$ cat src/design/rsas_pkg.sv
package rsas_pkg;

   localparam int VALUE_W = 32;

   // Item codes on the request channel
   typedef enum logic [1:0] {
      MODE_LOAD  = 2'd0,
      MODE_QUERY = 2'd1,
      MODE_CLEAR = 2'd2
   } mode_type;

   // Datapath operations issued by the controller
   typedef enum logic [3:0] {
      OP_NONE,
      OP_LOAD,
      OP_CLEAR,
      OP_START,
      OP_KM,
      OP_ROT_CMP,
      OP_ROT_EQ,
      OP_SEL_ALL,
      OP_SEL_SEG,
      OP_SRCH_CMP,
      OP_PUSH
   } op_type;

   // Read address select for the element store
   typedef enum logic [1:0] {
      RD_MID,
      RD_HI,
      RD_HIM1,
      RD_ZERO
   } rd_sel_type;

   typedef struct packed {
      op_type     op;
      rd_sel_type rd_sel;
   } cmd_type;

   typedef struct packed {
      logic cnt_zero;  // store is empty
      logic lo_lt_hi;  // search window not yet closed
      logic km_gt;     // probe at mid above probe at hi
      logic km_lt;     // probe at mid below probe at hi
      logic hm1_gt;    // entry below hi is a descent
      logic lo_zero;   // rotation point is at index zero
      logic hit;       // probed entry equals the target
   } status_type;

endpackage

$ cat src/design/rsas_ctrl.sv
module rsas_ctrl (
   input  logic                 clock,
   input  logic                 reset,
   input  logic                 req_valid,
   input  logic [1:0]           req_mode,
   output logic                 req_ready,
   input  logic                 rsp_ready,
   output logic                 rsp_valid,
   input  rsas_pkg::status_type status,
   output rsas_pkg::cmd_type    cmd
);

   typedef enum logic [3:0] {
      ST_IDLE,
      ST_ROT_CHK,
      ST_ROT_RDH,
      ST_ROT_CMP,
      ST_ROT_EQ,
      ST_SEL,
      ST_SEL_RD,
      ST_SRCH,
      ST_SRCH_CMP,
      ST_FIN
   } state_type;

   state_type state_ff;
   state_type state_in;
   logic      rsp_valid_ff;
   logic      out_free;
   logic      push;

   assign out_free  = !rsp_valid_ff || rsp_ready;
   assign req_ready = (state_ff == ST_IDLE);
   assign rsp_valid = rsp_valid_ff;
   assign push      = (state_ff == ST_FIN) && out_free;

   // Next state and datapath command
   always_comb begin
      state_in   = state_ff;
      cmd.op     = rsas_pkg::OP_NONE;
      cmd.rd_sel = rsas_pkg::RD_MID;
      unique case (state_ff)
         ST_IDLE: begin
            if (req_valid) begin
               if (req_mode == rsas_pkg::MODE_LOAD) begin
                  cmd.op = rsas_pkg::OP_LOAD;
               end else if (req_mode == rsas_pkg::MODE_CLEAR) begin
                  cmd.op = rsas_pkg::OP_CLEAR;
               end else if (req_mode == rsas_pkg::MODE_QUERY) begin
                  cmd.op   = rsas_pkg::OP_START;
                  state_in = status.cnt_zero ? ST_FIN : ST_ROT_CHK;
               end
            end
         end
         ST_ROT_CHK: begin
            cmd.rd_sel = rsas_pkg::RD_MID;
            state_in   = status.lo_lt_hi ? ST_ROT_RDH : ST_SEL;
         end
         ST_ROT_RDH: begin
            cmd.op     = rsas_pkg::OP_KM;
            cmd.rd_sel = rsas_pkg::RD_HI;
            state_in   = ST_ROT_CMP;
         end
         ST_ROT_CMP: begin
            cmd.op     = rsas_pkg::OP_ROT_CMP;
            cmd.rd_sel = rsas_pkg::RD_HIM1;
            state_in   = (status.km_gt || status.km_lt) ? ST_ROT_CHK : ST_ROT_EQ;
         end
         ST_ROT_EQ: begin
            cmd.op   = rsas_pkg::OP_ROT_EQ;
            state_in = status.hm1_gt ? ST_SEL : ST_ROT_CHK;
         end
         ST_SEL: begin
            cmd.rd_sel = rsas_pkg::RD_ZERO;
            if (status.lo_zero) begin
               cmd.op   = rsas_pkg::OP_SEL_ALL;
               state_in = ST_SRCH;
            end else begin
               state_in = ST_SEL_RD;
            end
         end
         ST_SEL_RD: begin
            cmd.op   = rsas_pkg::OP_SEL_SEG;
            state_in = ST_SRCH;
         end
         ST_SRCH: begin
            cmd.rd_sel = rsas_pkg::RD_MID;
            state_in   = status.lo_lt_hi ? ST_SRCH_CMP : ST_FIN;
         end
         ST_SRCH_CMP: begin
            cmd.op   = rsas_pkg::OP_SRCH_CMP;
            state_in = status.hit ? ST_FIN : ST_SRCH;
         end
         ST_FIN: begin
            if (out_free) begin
               cmd.op   = rsas_pkg::OP_PUSH;
               state_in = ST_IDLE;
            end
         end
         default: state_in = ST_IDLE;
      endcase
   end

   // State and response valid
   always_ff @(posedge clock) begin
      if (reset) begin
         state_ff     <= ST_IDLE;
         rsp_valid_ff <= 1'b0;
      end else begin
         state_ff <= state_in;
         if (push) begin
            rsp_valid_ff <= 1'b1;
         end else if (rsp_ready) begin
            rsp_valid_ff <= 1'b0;
         end
      end
   end

endmodule

$ cat config.mk
export PLATFORM = sky130hd
export DESIGN_NAME = rsas_ctrl
export DESIGN_NICKNAME = d
export VERILOG_FILES = /design/src/design/rsas_pkg.sv /design/src/design/rsas_ctrl.sv
export SDC_FILE = /design/constraint.sdc
export NUM_CORES = 1
export LEC_CHECK = 0
export ABC_AREA = 1
export BUFFER_PORTS_ARGS = -buffer_cell sky130_fd_sc_hd__clkbuf_2
export CAP_MARGIN = 10
export CELL_PAD_IN_SITES_DETAIL_PLACEMENT = 0
export CELL_PAD_IN_SITES_GLOBAL_PLACEMENT = 1
export CORE_MARGIN = 5
export CORE_UTILIZATION = 28
export DETAILED_ROUTE_END_ITERATION = 12
export GPL_TIMING_DRIVEN = 0
export HOLD_SLACK_MARGIN = 0.02
export PLACE_DENSITY_LB_ADDON = 0.1
export SYNTH_ARGS = -nofsm -noshare
export SYNTH_HDL_FRONTEND = slang
export SYNTH_SLANG_ARGS = --single-unit
$ cat constraint.sdc
create_clock -name clock -period 1.25 [get_ports clock]
set_input_delay 0.125 -clock clock [delete_from_list [all_inputs] [get_ports clock]]
set_output_delay 0.125 -clock clock [all_outputs]
set_load 0.02 [all_outputs]
==> results.toml <==
[outcome]
status = "finished with violations"
violations = "negative setup slack"

[placed_design]
dpl-instance-area_um2 = 611
portBuffers = 20
placed_cells = 123
post-dp-hpwl_um = 1170
gp_congestion = 0.756
place_ws_ns = -0.0441

[setup_path]
r2r_cells = 8
reg2reg_from = "state_ff[3]"
timing.critical_path.mode_cell = "nor2_4"
cp-start-kind = "register"
r2r_slack_ns = 0.06
critical_path_class = "register to primary output"
cp_max_fo = 5
cp-end-kind = "primary output"
critPathArrivalTime_ns = 1.24
cpPeakStageDelay_ns = 0.36
worst-path-buf-inv = 2
crit_required_ns = 1.12
cpMaxStageDelayCell = "dfxtp_4"
critPathLaunch = "state_ff[3]"
reg2reg_to = "state_ff[1]"
crit_chain = "nor2_4, inv_2, nor2_4, nand3_2, nand4_1, clkbuf_8"
crit_path_end = "cmd[2]"
critPathTopFamily = "simple AND/OR/NAND/NOR gates"
critical_path_depth = 6

[yosys]
synth_nets = 102
yosys_warnings = 0
avgSynthCellArea_um2 = 5.69
synth-xor-area-share_pct = 0
synth_area_leaders = "dfxtp_1 (20%), nand3_1 (16%), nand2_1 (16%)"
synthCells = 86
ys_ff_latch = 5
synthSimpleGateAreaFrac_pct = 55.8
yosys.area_share.adder_pct = 7.67
synth_area_um2 = 489
muxShareOfSynthArea_pct = 0
synth_compound_area_share_pct = 4.60
synth_top_family_by_area = "simple AND/OR/NAND/NOR gates"
synth_cell_type_count = 15
ys_seq_area_share_pct = 20.5
yosys.area.top_type = "dfxtp_1"
yosysTopAreaCellShare_pct = 20.5

[min_path]
hp-class = "primary input to register"

[grt]
first_global_vias = 558
grt-ovfl-total = 0
grtUsageTotal_pct = 10.6
grt_max_degree = 6
grt_pass1_wl_um = 2150
antenna_found_initial = 0

[sta]
tightest_slew_ns = 0.191
slew_headroom_pct = 87.2
setup_viol = 6
post-route-period-util_pct = 110
max_freq_mhz = 730
setup_tns_ns = -0.438
hold_viol_final = 0
fin_crit_ns = 1.37
fin_skew_ns = 0.00118
fin_ws_ns = -0.119
rsz0062_at_grt = "true"
final_max_slew_viol_count = 0

[power_and_ir_drop]
switching_share_pct = 49.1
clkPwrFrac_pct = 8.3
p_leak_nw = 0.449
power_frac_seq_pct = 16.6
comb_power_share_pct = 75.1
worst_ir_drop_vdd_v = 0.00108
intPower_w = 0.00108
pwr_density_cell_nw_per_um2 = 2640
total_power_w = 0.00213
switching_power_w = 0.00105

[floorplan]
start_util_pct = 29.0
core_um2 = 1690
rows = 15
pin_count = 21
dieArea_um2 = 2680
die_y_um = 51.8
fp.dieW_um = 51.8

[routing]
dr_total_vias = 635
routed_via_density = 4.70
dr.first_iter.drc_count = 8
routed_wl_um = 1430
first_pass_iters = 5
drc_errors = 0
antenna_left = 0
post_drt_wl_per_cell_um = 10.6

[clock_network]
cts_hold_buffers = 0
htreeDepth = 1
cts_tree = "built"
cts_made_buffers = 3
insertion_delay_ns = 0.23
cts.sink_count = 5
clk_pin_slew_ns = 0.04
cts.path.max_buffers = 2
cts_root_buf = "clkbuf_4"

[layout]
final_area_um2 = 806
stdcell_count = 135
layout.nets = 135
layout-drive-gt1-share_pct = 45.8
synthToLayoutAreaGrowth_pct = 64.7
nFillCells = 185
antenna-diode-count = 0

[flow_run]
cap_viol_max_count = 0
## flip-flops by register name, indices dropped and copies added (netlist names)
name and cells:
state_ff 4, rsp_valid 1
## final cells by class
| class | instances | area, um2 | share of cell area [%] |
|---|---|---|---|
| Multi-Input combinational cell | 66 | 393 | 48.8 |
| Sequential cell | 5 | 115 | 14.3 |
| Tap cell | 17 | 21.3 | 2.64 |
| Clock buffer | 4 | 26.3 | 3.26 |
| Timing Repair Buffer | 28 | 191 | 23.8 |
| Inverter | 15 | 58.8 | 7.30 |
## placed cells by master (no fill, tap or decap), drive strengths merged
| cell | count |
|---|---|
| nand3b | 1 |
| o21ai | 2 |
| buf | 12 |
| nand2 | 22 |
| ha | 3 |
| inv | 15 |
| nand4 | 3 |
| nand3 | 16 |
| nor2 | 17 |
| a21oi | 1 |
| o211ai | 1 |
| clkbuf | 20 |
| dfxtp | 5 |
## worst min-delay path by stage
stage	startpoint	endpoint	cells after the start
after global placement	reset	rsp_valid	2
after floorplan	reset	rsp_valid	1
after detailed placement	reset	rsp_valid	2
after global routing	reset	state_ff[2]	2
final	reset	state_ff[2]	2
after CTS	reset	state_ff[2]	2
## logic make-up after synthesis
kind of cell	Yosys count
flops	5
simple gates	59
compound gates	4
buf+inv	15
fa+ha+maj	3
## what timing repair did
| action | in CTS | in global routing |
|---|---|---|
| endpoints found under the setup margin | 8 | 8 |
| gates resized for setup | 19 | 18 |
| pin swaps | 3 | 6 |
| buffers inserted | 3 | 5 |
| endpoints found under the hold margin | 0 | 0 |
## metrics by stage
step	hold WS, ns	utilization [%]
floorplan	0.194	-
global placement	0.354	36.1
detailed placement	0.356	36.1
CTS	0.0990	42.9
global route	0.110	47.7
finish	0.102	47.7
## synthesized netlist by cell type
| library cell | n |
|---|---|
| nand2_1 | 21 |
| nand3_1 | 16 |
| inv_1 | 12 |
| nor2_1 | 12 |
| dfxtp_1 | 5 |
| nor2_2 | 4 |
| ha_1 | 3 |
| inv_2 | 3 |
| nand4_1 | 3 |
| o21ai_0 | 2 |
| a21oi_1 | 1 |
| nand2_2 | 1 |
| nand3b_1 | 1 |
| nor2_4 | 1 |
| o211ai_1 | 1 |
## metal layers
metal	up-vias	part of all wire, %	GRT usage, %
met1	282	45	13.0
met3	0	4.6	0.860
met2	13	50	18.2
li1	340	-	-
met4	0	0	5.24
met5	-	0	0
## power by group through the flow
stage                     Combinational (W)  Sequential, W  Clock, W
final                               0.00160       0.000354  0.000176
after global routing                0.00172       0.000363  0.000198
after CTS                           0.00138       0.000336  0.000187
after detailed placement            0.00114       0.000294         0
after global placement              0.00114       0.000293         0
after floorplan                    0.000822       0.000286         0
Power figures use the tool's default switching activity.
